`config.mk`:
```
export PLATFORM = sky130hd
export DESIGN_NAME = disk_scan_scheduler
export DESIGN_NICKNAME = d
export VERILOG_FILES = /design/src/hdl/dss_pkg.sv /design/src/hdl/disk_scan_scheduler.sv /design/src/hdl/dss_store.sv /design/src/hdl/dss_alu.sv
export SDC_FILE = /design/constraint.sdc
export NUM_CORES = 1
export LEC_CHECK = 0
export BUFFER_PORTS_ARGS = -buffer_cell sky130_fd_sc_hd__buf_2
export CAP_MARGIN = 0
export CORE_UTILIZATION = 35
export CTS_CLUSTER_SIZE = 14
export DETAILED_ROUTE_END_ITERATION = 10
export PLACE_DENSITY = 0.61
export SLEW_MARGIN = 40
export SYNTH_ARGS = -nofsm -noshare
export SYNTH_HDL_FRONTEND = slang
export SYNTH_SLANG_ARGS = --single-unit
```
`constraint.sdc`:
```
create_clock -name clk -period 8.5 [get_ports clk]
set_clock_uncertainty 0.1 [all_clocks]
set_input_delay 1.7 -clock clk [delete_from_list [all_inputs] [get_ports clk]]
set_output_delay 1.7 -clock clk [all_outputs]
set_load 0.03 [all_outputs]
```
`src/hdl/dss_pkg.sv`:
```
package dss_pkg;

  // Sizing of the request store and the track datapath.
  localparam int TRACK_BITS  = 12;
  localparam int QUEUE_DEPTH = 32;
  localparam int QADDR_BITS  = $clog2(QUEUE_DEPTH);
  localparam int CNT_BITS    = $clog2(QUEUE_DEPTH + 1);
  localparam int TOTAL_BITS  = TRACK_BITS + 1;

  localparam logic [CNT_BITS-1:0]   FULL_COUNT = CNT_BITS'(QUEUE_DEPTH);
  localparam logic [TRACK_BITS-1:0] END_TRACK_RESET = TRACK_BITS'(199);

  // Input item kinds and sweep directions.
  localparam logic KIND_LOAD  = 1'b0;
  localparam logic KIND_START = 1'b1;
  localparam logic DIR_LEFT   = 1'b0;
  localparam logic DIR_RIGHT  = 1'b1;

  // Access request from the sequencer to the request store.
  typedef struct packed {
    logic                  we;
    logic [QADDR_BITS-1:0] waddr;
    logic [TRACK_BITS-1:0] wdata;
    logic                  re;
    logic [QADDR_BITS-1:0] raddr;
  } store_req_t;

  // Result of the shared compare and subtract unit.
  typedef struct packed {
    logic                  gt;
    logic [TRACK_BITS-1:0] absd;
  } alu_res_t;

endpackage

```
`src/hdl/disk_scan_scheduler.sv`:
```
// Load beat: CAP_IN clamps the track, LD_CMP compares it against the stored requests from the top
// down and shifts each larger one up, and LD_PUT writes it; the walk stops at the first one not above it.
// Start beat: SC_CAP/SC_CMP search for the split and LEG opens the first leg, MV_CAP/MV_DIST serve each
// request, then follow the boundary sweep, the second leg, the summary beat and the return to idle.
// One beat is in work at a time; output stall can hold the service moves and the summary beat.
// Reset (rst_n low, synchronous) empties the store count, clears the result and sets end_track to 199.
module disk_scan_scheduler (
  input  logic                             clk,
  input  logic                             rst_n,
  input  logic                             cfg_we,
  input  logic [dss_pkg::TRACK_BITS-1:0]   cfg_wdata,
  input  logic                             in_valid,
  output logic                             in_stall,
  input  logic                             in_kind,
  input  logic [dss_pkg::TRACK_BITS-1:0]   in_track,
  input  logic                             in_direction,
  output logic                             out_valid,
  input  logic                             out_stall,
  output logic [dss_pkg::TRACK_BITS-1:0]   out_from_track,
  output logic [dss_pkg::TRACK_BITS-1:0]   out_to_track,
  output logic [dss_pkg::TOTAL_BITS-1:0]   out_running_total,
  output logic                             out_is_summary,
  output logic                             out_last
);
  import dss_pkg::*;

  // The sequencer. Loads go CAP_IN -> LD_CMP (insertion shift) -> LD_PUT.
  // Starts go CAP_IN -> SC_CAP/SC_CMP (split search) -> LEG -> MV_CAP/MV_DIST
  // for each request of the first leg -> SWEEP -> LEG -> second leg -> SUM.
  typedef enum logic [3:0] {
    ST_IDLE,
    ST_CAP_IN,
    ST_LD_CMP,
    ST_LD_PUT,
    ST_SC_CAP,
    ST_SC_CMP,
    ST_LEG,
    ST_MV_CAP,
    ST_MV_DIST,
    ST_SWEEP,
    ST_SUM
  } state_t;

  state_t                state_r, state_nxt;
  logic [TRACK_BITS-1:0] end_track_r, end_track_nxt;
  logic [CNT_BITS-1:0]   count_r, count_nxt;

  // Working registers of the beat in progress.
  logic                  kind_r, kind_nxt;
  logic                  dir_r, dir_nxt;
  logic [TRACK_BITS-1:0] trk_r, trk_nxt;
  logic [TRACK_BITS-1:0] head_r, head_nxt;
  logic [TRACK_BITS-1:0] cap_r, cap_nxt;
  logic [TOTAL_BITS-1:0] total_r, total_nxt;
  logic [CNT_BITS-1:0]   pos_r, pos_nxt;
  logic [CNT_BITS-1:0]   idx_r, idx_nxt;
  logic [CNT_BITS-1:0]   split_r, split_nxt;
  logic [CNT_BITS-1:0]   ptr_r, ptr_nxt;
  logic                  phase_r, phase_nxt;

  // Result register; it separates the sequencer from the output handshake.
  logic                  out_valid_r, out_valid_nxt;
  logic [TRACK_BITS-1:0] out_from_r, out_from_nxt;
  logic [TRACK_BITS-1:0] out_to_r, out_to_nxt;
  logic [TOTAL_BITS-1:0] out_total_r, out_total_nxt;
  logic                  out_sum_r, out_sum_nxt;
  logic                  out_last_r, out_last_nxt;

  store_req_t            st_req;
  logic [TRACK_BITS-1:0] rd_data;
  logic [TRACK_BITS-1:0] alu_a;
  logic [TRACK_BITS-1:0] alu_b;
  alu_res_t              alu_res;

  logic                  out_free;
  logic                  leg_asc;
  logic [TRACK_BITS-1:0] clamp_val;
  logic [TOTAL_BITS-1:0] total_sum;
  logic [CNT_BITS-1:0]   ptr_inc;

  dss_store u_store (
    .clk   (clk),
    .req   (st_req),
    .rdata (rd_data)
  );

  dss_alu u_alu (
    .a   (alu_a),
    .b   (alu_b),
    .res (alu_res)
  );

  // The result slot can take a new beat when it is empty or being drained.
  assign out_free = !out_valid_r || !out_stall;

  // A leg runs upward when sweeping right first, or on the return leg after
  // a left sweep.
  assign leg_asc = dir_r ^ phase_r;

  // Clamp of the unit's first operand to the second one, used whenever
  // the unit compares a track against end_track.
  assign clamp_val = alu_res.gt ? alu_b : alu_a;

  // Running total plus the distance from the unit, saturating at all ones.
  always_comb begin
    logic [TOTAL_BITS:0] wide;
    wide = {1'b0, total_r} + {2'b00, alu_res.absd};
    total_sum = wide[TOTAL_BITS] ? '1 : wide[TOTAL_BITS-1:0];
  end

  assign ptr_inc = ptr_r + CNT_BITS'(1);

  always_comb begin
    state_nxt     = state_r;
    end_track_nxt = cfg_we ? cfg_wdata : end_track_r;
    count_nxt     = count_r;
    kind_nxt      = kind_r;
    dir_nxt       = dir_r;
    trk_nxt       = trk_r;
    head_nxt      = head_r;
    cap_nxt       = cap_r;
    total_nxt     = total_r;
    pos_nxt       = pos_r;
    idx_nxt       = idx_r;
    split_nxt     = split_r;
    ptr_nxt       = ptr_r;
    phase_nxt     = phase_r;
    out_valid_nxt = out_valid_r && out_stall;
    out_from_nxt  = out_from_r;
    out_to_nxt    = out_to_r;
    out_total_nxt = out_total_r;
    out_sum_nxt   = out_sum_r;
    out_last_nxt  = out_last_r;
    st_req        = '0;
    alu_a         = head_r;
    alu_b         = cap_r;

    case (state_r)
      ST_IDLE: begin
        if (in_valid) begin
          kind_nxt  = in_kind;
          trk_nxt   = in_track;
          dir_nxt   = in_direction;
          state_nxt = ST_CAP_IN;
        end
      end

      // Clamp the incoming track to end_track, then branch on the kind.
      ST_CAP_IN: begin
        alu_a = trk_r;
        alu_b = end_track_r;
        if (kind_r == KIND_LOAD) begin
          trk_nxt = clamp_val;
          pos_nxt = count_r;
          if (count_r == FULL_COUNT) begin
            // The store is full, so the request is dropped.
            state_nxt = ST_IDLE;
          end else if (count_r == '0) begin
            state_nxt = ST_LD_PUT;
          end else begin
            st_req.re    = 1'b1;
            st_req.raddr = QADDR_BITS'(count_r - CNT_BITS'(1));
            state_nxt    = ST_LD_CMP;
          end
        end else begin
          head_nxt  = clamp_val;
          total_nxt = '0;
          idx_nxt   = '0;
          phase_nxt = 1'b0;
          split_nxt = '0;
          if (count_r == '0) begin
            state_nxt = ST_LEG;
          end else begin
            st_req.re    = 1'b1;
            st_req.raddr = '0;
            state_nxt    = ST_SC_CAP;
          end
        end
      end

      // Insertion: shift larger entries up by one, one entry a cycle.
      ST_LD_CMP: begin
        alu_a = rd_data;
        alu_b = trk_r;
        if (alu_res.gt) begin
          st_req.we    = 1'b1;
          st_req.waddr = QADDR_BITS'(pos_r);
          st_req.wdata = rd_data;
          pos_nxt      = pos_r - CNT_BITS'(1);
          if (pos_r == CNT_BITS'(1)) begin
            state_nxt = ST_LD_PUT;
          end else begin
            st_req.re    = 1'b1;
            st_req.raddr = QADDR_BITS'(pos_r - CNT_BITS'(2));
          end
        end else begin
          state_nxt = ST_LD_PUT;
        end
      end

      ST_LD_PUT: begin
        st_req.we    = 1'b1;
        st_req.waddr = QADDR_BITS'(pos_r);
        st_req.wdata = trk_r;
        count_nxt    = count_r + CNT_BITS'(1);
        state_nxt    = ST_IDLE;
      end

      // Split search: first stored request, clamped, at or above the head.
      ST_SC_CAP: begin
        alu_a     = rd_data;
        alu_b     = end_track_r;
        cap_nxt   = clamp_val;
        state_nxt = ST_SC_CMP;
      end

      ST_SC_CMP: begin
        alu_a = head_r;
        alu_b = cap_r;
        if (!alu_res.gt) begin
          split_nxt = idx_r;
          state_nxt = ST_LEG;
        end else if (idx_r + CNT_BITS'(1) == count_r) begin
          split_nxt = count_r;
          state_nxt = ST_LEG;
        end else begin
          idx_nxt      = idx_r + CNT_BITS'(1);
          st_req.re    = 1'b1;
          st_req.raddr = QADDR_BITS'(idx_r + CNT_BITS'(1));
          state_nxt    = ST_SC_CAP;
        end
      end

      // Start of a leg: pick the first request or finish the leg at once.
      ST_LEG: begin
        if (leg_asc && split_r < count_r) begin
          ptr_nxt      = split_r;
          st_req.re    = 1'b1;
          st_req.raddr = QADDR_BITS'(split_r);
          state_nxt    = ST_MV_CAP;
        end else if (!leg_asc && split_r != '0) begin
          ptr_nxt      = split_r - CNT_BITS'(1);
          st_req.re    = 1'b1;
          st_req.raddr = QADDR_BITS'(split_r - CNT_BITS'(1));
          state_nxt    = ST_MV_CAP;
        end else begin
          state_nxt = phase_r ? ST_SUM : ST_SWEEP;
        end
      end

      ST_MV_CAP: begin
        alu_a     = rd_data;
        alu_b     = end_track_r;
        cap_nxt   = clamp_val;
        state_nxt = ST_MV_DIST;
      end

      // One service move: wait for the result slot, then step the pointer.
      ST_MV_DIST: begin
        alu_a = head_r;
        alu_b = cap_r;
        if (out_free) begin
          out_valid_nxt = 1'b1;
          out_from_nxt  = head_r;
          out_to_nxt    = cap_r;
          out_total_nxt = total_sum;
          out_sum_nxt   = 1'b0;
          out_last_nxt  = 1'b0;
          total_nxt     = total_sum;
          head_nxt      = cap_r;
          if (leg_asc && ptr_inc < count_r) begin
            ptr_nxt      = ptr_inc;
            st_req.re    = 1'b1;
            st_req.raddr = QADDR_BITS'(ptr_inc);
            state_nxt    = ST_MV_CAP;
          end else if (!leg_asc && ptr_r != '0) begin
            ptr_nxt      = ptr_r - CNT_BITS'(1);
            st_req.re    = 1'b1;
            st_req.raddr = QADDR_BITS'(ptr_r - CNT_BITS'(1));
            state_nxt    = ST_MV_CAP;
          end else begin
            state_nxt = phase_r ? ST_SUM : ST_SWEEP;
          end
        end
      end

      // Boundary sweep to track 0 or to end_track; it counts even when no
      // request lies beyond it.
      ST_SWEEP: begin
        alu_a     = head_r;
        alu_b     = (dir_r == DIR_RIGHT) ? end_track_r : '0;
        total_nxt = total_sum;
        head_nxt  = alu_b;
        phase_nxt = 1'b1;
        state_nxt = ST_LEG;
      end

      // Summary beat closes the run and empties the store.
      ST_SUM: begin
        if (out_free) begin
          out_valid_nxt = 1'b1;
          out_from_nxt  = '0;
          out_to_nxt    = '0;
          out_total_nxt = total_r;
          out_sum_nxt   = 1'b1;
          out_last_nxt  = 1'b1;
          count_nxt     = '0;
          state_nxt     = ST_IDLE;
        end
      end

      default: begin
        state_nxt = ST_IDLE;
      end
    endcase
  end

  always_ff @(posedge clk) begin
    if (!rst_n) begin
      state_r     <= ST_IDLE;
      end_track_r <= END_TRACK_RESET;
      count_r     <= '0;
      out_valid_r <= 1'b0;
    end else begin
      state_r     <= state_nxt;
      end_track_r <= end_track_nxt;
      count_r     <= count_nxt;
      out_valid_r <= out_valid_nxt;
    end
    kind_r      <= kind_nxt;
    dir_r       <= dir_nxt;
    trk_r       <= trk_nxt;
    head_r      <= head_nxt;
    cap_r       <= cap_nxt;
    total_r     <= total_nxt;
    pos_r       <= pos_nxt;
    idx_r       <= idx_nxt;
    split_r     <= split_nxt;
    ptr_r       <= ptr_nxt;
    phase_r     <= phase_nxt;
    out_from_r  <= out_from_nxt;
    out_to_r    <= out_to_nxt;
    out_total_r <= out_total_nxt;
    out_sum_r   <= out_sum_nxt;
    out_last_r  <= out_last_nxt;
  end

  // Input beats are taken only between runs.
  assign in_stall          = (state_r != ST_IDLE);
  assign out_valid         = out_valid_r;
  assign out_from_track    = out_from_r;
  assign out_to_track      = out_to_r;
  assign out_running_total = out_total_r;
  assign out_is_summary    = out_sum_r;
  assign out_last          = out_last_r;

  // The store never holds more requests than it has entries.
  a_count_bound: assert property (@(posedge clk) disable iff (!rst_n)
    count_r <= FULL_COUNT)
    else $error("request count beyond store depth");

  // Issuing the summary beat empties the store.
  a_sum_empties: assert property (@(posedge clk) disable iff (!rst_n)
    (state_r == ST_SUM && out_free) |=> (count_r == '0))
    else $error("store not emptied with the summary beat");

  // A summary beat carries zero tracks and closes the run.
  a_sum_fields: assert property (@(posedge clk) disable iff (!rst_n)
    (out_valid_r && out_sum_r) |-> (out_from_r == '0 && out_to_r == '0 && out_last_r))
    else $error("malformed summary beat");

  // The walk pointer stays inside the filled part, the insertion point at most one past it.
  a_ptr_range: assert property (@(posedge clk) disable iff (!rst_n)
    (state_r == ST_MV_CAP || state_r == ST_MV_DIST) |-> (ptr_r < count_r))
    else $error("walk pointer outside the stored requests");

  a_pos_range: assert property (@(posedge clk) disable iff (!rst_n)
    (state_r == ST_LD_CMP || state_r == ST_LD_PUT) |-> (pos_r <= count_r))
    else $error("insertion point beyond the stored requests");

endmodule

```
`src/hdl/dss_store.sv`:
```
module dss_store (
  input  logic                            clk,
  input  dss_pkg::store_req_t             req,
  output logic [dss_pkg::TRACK_BITS-1:0]  rdata
);
  import dss_pkg::*;

  logic [TRACK_BITS-1:0] mem [QUEUE_DEPTH];
  logic [TRACK_BITS-1:0] rdata_r;

  // One write port and one read port; the read data is registered and
  // holds its value while no read is requested.
  always_ff @(posedge clk) begin
    if (req.we) begin
      mem[req.waddr] <= req.wdata;
    end
    if (req.re) begin
      rdata_r <= mem[req.raddr];
    end
  end

  assign rdata = rdata_r;

endmodule

```
`src/hdl/dss_alu.sv`:
```
module dss_alu (
  input  logic [dss_pkg::TRACK_BITS-1:0] a,
  input  logic [dss_pkg::TRACK_BITS-1:0] b,
  output dss_pkg::alu_res_t              res
);
  import dss_pkg::*;

  logic [TRACK_BITS:0]   diff;
  logic [TRACK_BITS-1:0] low;
  logic                  borrow;

  // One subtractor gives both the ordering and the distance.
  assign diff   = {1'b0, a} - {1'b0, b};
  assign low    = diff[TRACK_BITS-1:0];
  assign borrow = diff[TRACK_BITS];

  assign res.gt   = !borrow && (low != '0);
  assign res.absd = borrow ? (~low + TRACK_BITS'(1)) : low;

endmodule
```
# Yosys cells after proc, flatten, opt, wreduce, memory -nomap -nowiden
# Memory sizes are Yosys's and may differ from the RTL's. A register that Yosys moved wholly into a read port is not among the register bits.
# Index checks and enable logic that the tools add are counted.
# word_totals
romBits	0
in_bits	31
ff_bits	137
memories	1
out_inout_bits	41
mem_bits_rw	384
elab_cells	180
latch_bits	0
# classes
n_bitwise	2
n_eq_ne	25
order_cmp	2
shifts	0
n_reduce_logical	40
n_mux	80
n_div	0
add_sub_neg	11
multipliers	0
# memory_table
memory	depth	width	read_ports	rd_clocked_by_memory_dff	wr	line	source
u_store.mem	32	12	1	1	1	dss_store.sv:8	logic [TRACK_BITS-1:0] mem [QUEUE_DEPTH];
# ops
operator	n
6-bit two-way mux	25
12-bit two-way mux	9
12-bit one-hot mux with 2 select lines	4
12-bit one-hot mux with 3 select lines	2
6-bit one-hot mux with 2 select lines	5
13-bit two-way mux	4
4-bit two-way mux	10
4-bit one-hot mux with 10 select lines	1
13-bit one-hot mux with 3 select lines	1
18-bit one-hot mux with 2 select lines	1
6-bit one-hot mux with 5 select lines	1
13-bit one-hot mux with 2 select lines	1
24-bit two-way mux	1
6-bit by 1-bit adder with 6-bit output, second input constant	3
6-bit by 1-bit subtractor with 6-bit output, second input constant	3
4-bit by 3-bit == test with 1-bit output, second input constant	4
2-bit inequality test, second input constant	8
3-bit AND reduction	5
13-bit by 12-bit adder with 14-bit output	1
2-bit nonzero test	7
12-bit by 12-bit subtractor with 13-bit output	1
12-bit by 1-bit adder with 12-bit output, second input constant	1
4-bit == test, second input constant	3
6-bit less-than comparator	2
other kinds (26)	57

# Depth between registers and ports, before layout
# logic_depth
depth_word	11
mapped_depth	37

# Hierarchy
# From an unflattened synthesis, not the netlist that was laid out.
# hier_totals
cells_unflattened	1853
area_unflattened_um2	24928.9
# by_module_without_submodules
module	cells_per_inst	area_per_inst_um2	instances
dss_store	868	15588.7	1
disk_scan_scheduler	865	8450.6	1
dss_alu	120	889.6	1

# Least setup slack after synthesis
# OpenSTA, ideal clock, no wires.
# synth_path
path_kind	register to register
from	register state_r[1]
to	register out_total_r[10], in the netlist out_running_total[10] (data pin)
arrival_ns	6.682
path_stages_with_launch	37
setup_slack_ns	1.448
setup_ns	0.270
path_buffers	7
synth_period_minus_slack_ns	7.052
cell_sequence	dfxtp_1 > buf_2 > buf_6 > clkbuf_1 > or2_2 > nor2_1 > clkbuf_1 > a222oi_1 > ha_1 > fa_1 > inv_1 > a21oi_1 > and2_1 > o21ai_1 > a211oi_2 > o21bai_1 > a31o_1 > buf_2 > clkbuf_1 > nor2_1 > a21oi_1 > ha_1 > a21o_1 > a21oi_1 > o21bai_1 > a21oi_1 > o21bai_1 > a21oi_1 > o21bai_1 > a21o_1 > a21o_1 > a21oi_1 > nor2b_1 > o21a_1 > clkbuf_1 > nor2_1 > a21oi_1
# synth_via
elab_chain_cells	11
word_cells_on_any_way	19
cone_classes	add/sub: 3; eq/ne: 7; mux: 6; bitwise: 1; reduce/logical: 2
# synth_lines
element	line	source
start, declared	disk_scan_scheduler.sv:44	state_t state_r, state_nxt;
start signal, assigned	disk_scan_scheduler.sv:325	state_r <= state_nxt;
4-bit by 1-bit == test with 1-bit output, or another cell as far along	disk_scan_scheduler.sv:138	case (state_r)
3-bit OR reduction (no line)	n/a	
12-bit one-hot mux with 3 select lines or 12-bit one-hot mux with 2 select lines (tied branches)	disk_scan_scheduler.sv:138	
12-bit by 12-bit subtractor with 13-bit output	dss_alu.sv:13	assign diff = {1'b0, a} - {1'b0, b};
12-bit inverter	dss_alu.sv:18	assign res.absd = borrow ? (~low + TRACK_BITS'(1)) : low;
12-bit by 1-bit adder with 12-bit output	dss_alu.sv:18	
12-bit two-way mux	dss_alu.sv:18	
13-bit by 12-bit adder with 14-bit output	disk_scan_scheduler.sv:107	wide = {1'b0, total_r} + {2'b00, alu_res.absd};
13-bit two-way mux	disk_scan_scheduler.sv:108	total_sum = wide[TOTAL_BITS] ? '1 : wide[TOTAL_BITS-1:0];
13-bit two-way mux	disk_scan_scheduler.sv:262	if (out_free) begin
13-bit one-hot mux with 2 select lines *	disk_scan_scheduler.sv:138	
net out_total_nxt[10]	disk_scan_scheduler.sv:65	logic [TOTAL_BITS-1:0] out_total_r, out_total_nxt;
end signal, assigned	disk_scan_scheduler.sv:343	out_total_r <= out_total_nxt;
end, declared	disk_scan_scheduler.sv:65	
# Mark *: on every way through the listed nets, which the timed path passes. The rest lies on a longest branch. The select of a mux whose other input is x is not followed.
# A chain may end at the register's enable or synchronous reset.

# Worst setup path in the final report
# layout_path
from	register state_r[0]
to	register out_total_r[5], in the netlist out_running_total[5] (data pin)
# The elaborated chain is that of the path after synthesis.

==> results.yml <==
setup_path:
  worst-path-max-fanout: 20
  criticalPathCategory: "flip-flop to flip-flop"
  r2r_end: "out_running_total[5]"
  critPathMostFrequentCell: "a21oi_1"
  worstRegToRegCells: 31
  required_ns: 8.75
  crit_path_max_incr_delay_ns: 0.82
  reg2reg_from: "state_r[0]"
  worstPathArrival_ns: 7.75
  start_kind: "flip-flop"
  cpMaxStageDelayCell: "dfxtp_1"
  r2r_slack_ns: 1.00
  cp-end-kind: "flip-flop"
cells_and_area:
  area_growth_pct: 13.9
  seq_area_um2: 15800
  multi_input_area_um2: 8440
  final_layout_size_suffix_gt1_share_pct: 13.1
  fin_cells: 3073
  final_nets: 2166
  fillers: 6486
  antenna_cells: 0
synthesis:
  synth-compound-area-share_pct: 12.0
  ys.flop_type: "edfxtp_1"
  muxShareOfSynthArea_pct: 4.15
  synth-edff-count: 510
  yosysWarnings: 0
  seq_area_frac_synth_pct: 63.3
  synthXorXnorAreaFrac_pct: 2.49
  avgSynthCellArea_um2: 12.4
  yosysMostFrequentCell: "edfxtp_1"
  synthTopCellsByCount: "510 x edfxtp_1, 285 x nand2_1, 129 x nor2_1, 104 x a21oi_1, 101 x mux2i_1"
  async_flop_share_pct: 0
  syn_nets: 2088
  synth_top_family_by_area: "simple AND/OR/NAND/NOR gates"
  synthDistinctLibCells: 85
  synthAdderAreaFrac_pct: 2.52
  ys_ff_latch: 533
  synth_top_area_cell: "edfxtp_1"
  yosysTopAreaCellShare_pct: 61.5
  synth_area_leaders: "edfxtp_1 61%, nand2_1 4.3%, mux2i_1 4.1%"
  postSynthCellCount: 2008
  synth-simple-area-share_pct: 12.3
  netlist_area_um2: 24900
hold_path:
  hold_depth: 2
  hold_path_class: "flip-flop to flip-flop"
  min_from: "end_track_r[6]"
  worst_hold_path.endpoint: "end_track_r[6]"
pwr:
  ir_drop_uv: 640
  p_per_area_nw_per_um2: 466
  power_mw: 13.2
  leakage_nw: 10.2
clock_tree:
  cts_setup_buffers: 0
  clock-root-buffer: "clkbuf_16"
  cts_tree: "built"
  clkTransAtPathRegs_ns: 0.06
  hold_buffers: 0
  cts.sinks: 533
  cts_buffers: 55
  htreeDepth: 2
  clkLatencyLatePin_ns: 0.63
  cts_resized: 0
  clockBufferDepth: 3
place:
  port_buffers: 71
  post-dp-hpwl_um: 43900
  gp_congestion: 0.915
  placedCellCount: 2969
grt:
  antenna_found_initial: 0
  grt_pass1_vias: 16100
  grt_start_max_net_pins: 51
  grt_pass1_wl_um: 99300
  grtUsageTotal_pct: 18.1
  grt_overflow: 0
die:
  num_rows: 97
  core_um2: 70300
  initial_core_util_pct: 35.5
  die_h_um: 269
  die_w_um: 269
  io_pins: 72
  die-area_um2: 72300
routing:
  drc_errors: 0
  final_antenna_net_count: 0
  wl_per_cell_um: 21.5
  drtIter0Drc: 1853
  firstDrtPassIters: 7
  vias: 16800
  routed_wl_um: 66100
  via_per_inst: 5.47
timing:
  slew_headroom_pct: 39.2
  finalSetupTns_ns: 0
  hold_violations: 0
  setup_violations: 0
  period_minus_slack_ns: 7.50
  rsz0062_at_grt: "no"
  holdWs_ns: 0.430
  slew_violations: 0
  clock.fmax_ghz: 0.133
  fin_crit_sh_pct: 88.2
  tightest_slew_ns: 0.912
flow_run:
  maxCapViolations: 0
outcome:
  run_status: "finished clean"
## where the power goes
part	total, mW	switching (mW)	internal (mW)
clock network	2.40	1.02	1.38
logic	7.02	4.34	2.68
registers	3.80	0.212	3.59
total	13.2	5.58	7.65
## how the worst max path moves through the flow
stage	start	end	cells past startpoint
after CTS	state_r[1]	out_running_total[3]	29
final	state_r[0]	out_running_total[5]	31
after global placement	state_r[2]	out_running_total[3]	31
after floorplan	state_r[1]	out_running_total[10]	36
after global routing	state_r[0]	out_running_total[3]	31
after detailed placement	state_r[1]	out_running_total[3]	29
## metal layers
metal | vias up | routed length (um) | track usage [%]
met5 | - | 0 | 0
met4 | 0 | 1590 | 5.16
met3 | 98 | 4730 | 2.67
met2 | 674 | 31400 | 29.6
met1 | 8317 | 28300 | 24.9
li1 | 7716 | - | -
## final cells by class
cell class | count | area share, %
Tap cell | 940 | 4.14
Clock inverter | 34 | 1.09
Clock buffer | 70 | 5.20
Inverter | 56 | 0.740
Timing Repair Buffer | 146 | 3.53
Sequential cell | 533 | 55.6
Multi-Input combinational cell | 1294 | 29.7
## metrics by stage
stage | setup WS [ns] | area, um^2 | util [%]
after floorplan | 1.45 | 24900 | -
after global routing | 0.257 | 28400 | 40.4
after detailed placement | 0.763 | 26600 | 37.9
after CTS | 0.783 | 28400 | 40.4
after global placement | 0.986 | 26500 | 37.7
final | 1.00 | 28400 | 40.4
## cells in the final DEF, fill, tap and decap left out, types with 19 or more instances in the layout
master,n
a222oi_1,21
buf_4,68
xor2_1,19
a311oi_1,44
o21ai_0,60
mux2i_1,101
and2_1,45
a21oi_1,101
xnor2_1,50
o22ai_1,24
ha_1,47
nand3_1,74
inv_1,55
nor2b_1,19
nor2_1,128
edfxtp_1,510
a22oi_1,24
dfxtp_1,21
clkbuf_16,57
nand2_1,284
buf_2,71
a221oi_1,29
## worst max-delay path: cells and delay by family, from the launching register on
family | cells | cell delay (ns)
adder cells (fa/ha/maj) | 3 | 1.00
buffers and inverters | 2 | 0.18
flip-flops | 1 | 0.82
AND/OR/NAND/NOR | 5 | 0.66
AO/OA/AOI/OAI | 21 | 4.47
## cells by family (layout without fill, tap and decap cells)
logic type | after synthesis | in the layout
simple gates | 651 | 651
flops | 533 | 533
compound gates | 422 | 422
buf+inv | 181 | 306
mux | 102 | 102
xor+xnor | 70 | 70
fa+ha+maj | 49 | 49
## state kept, by name (all words and copies together), names as in the netlist
name and count:
u_store.mem 384, out_running_total 13, total_r 13, cap_r 12, end_track_r 12, head_r 12
out_from_track 12, out_to_track 12, trk_r 12, u_store.rdata 12, count_r 6, idx_r 6
pos_r 6, ptr_r 6, split_r 6, state_r 4, dir_r 1, kind_r 1
out_last 1, out_valid 1, phase_r 1
(Power assumes the default switching activity.)
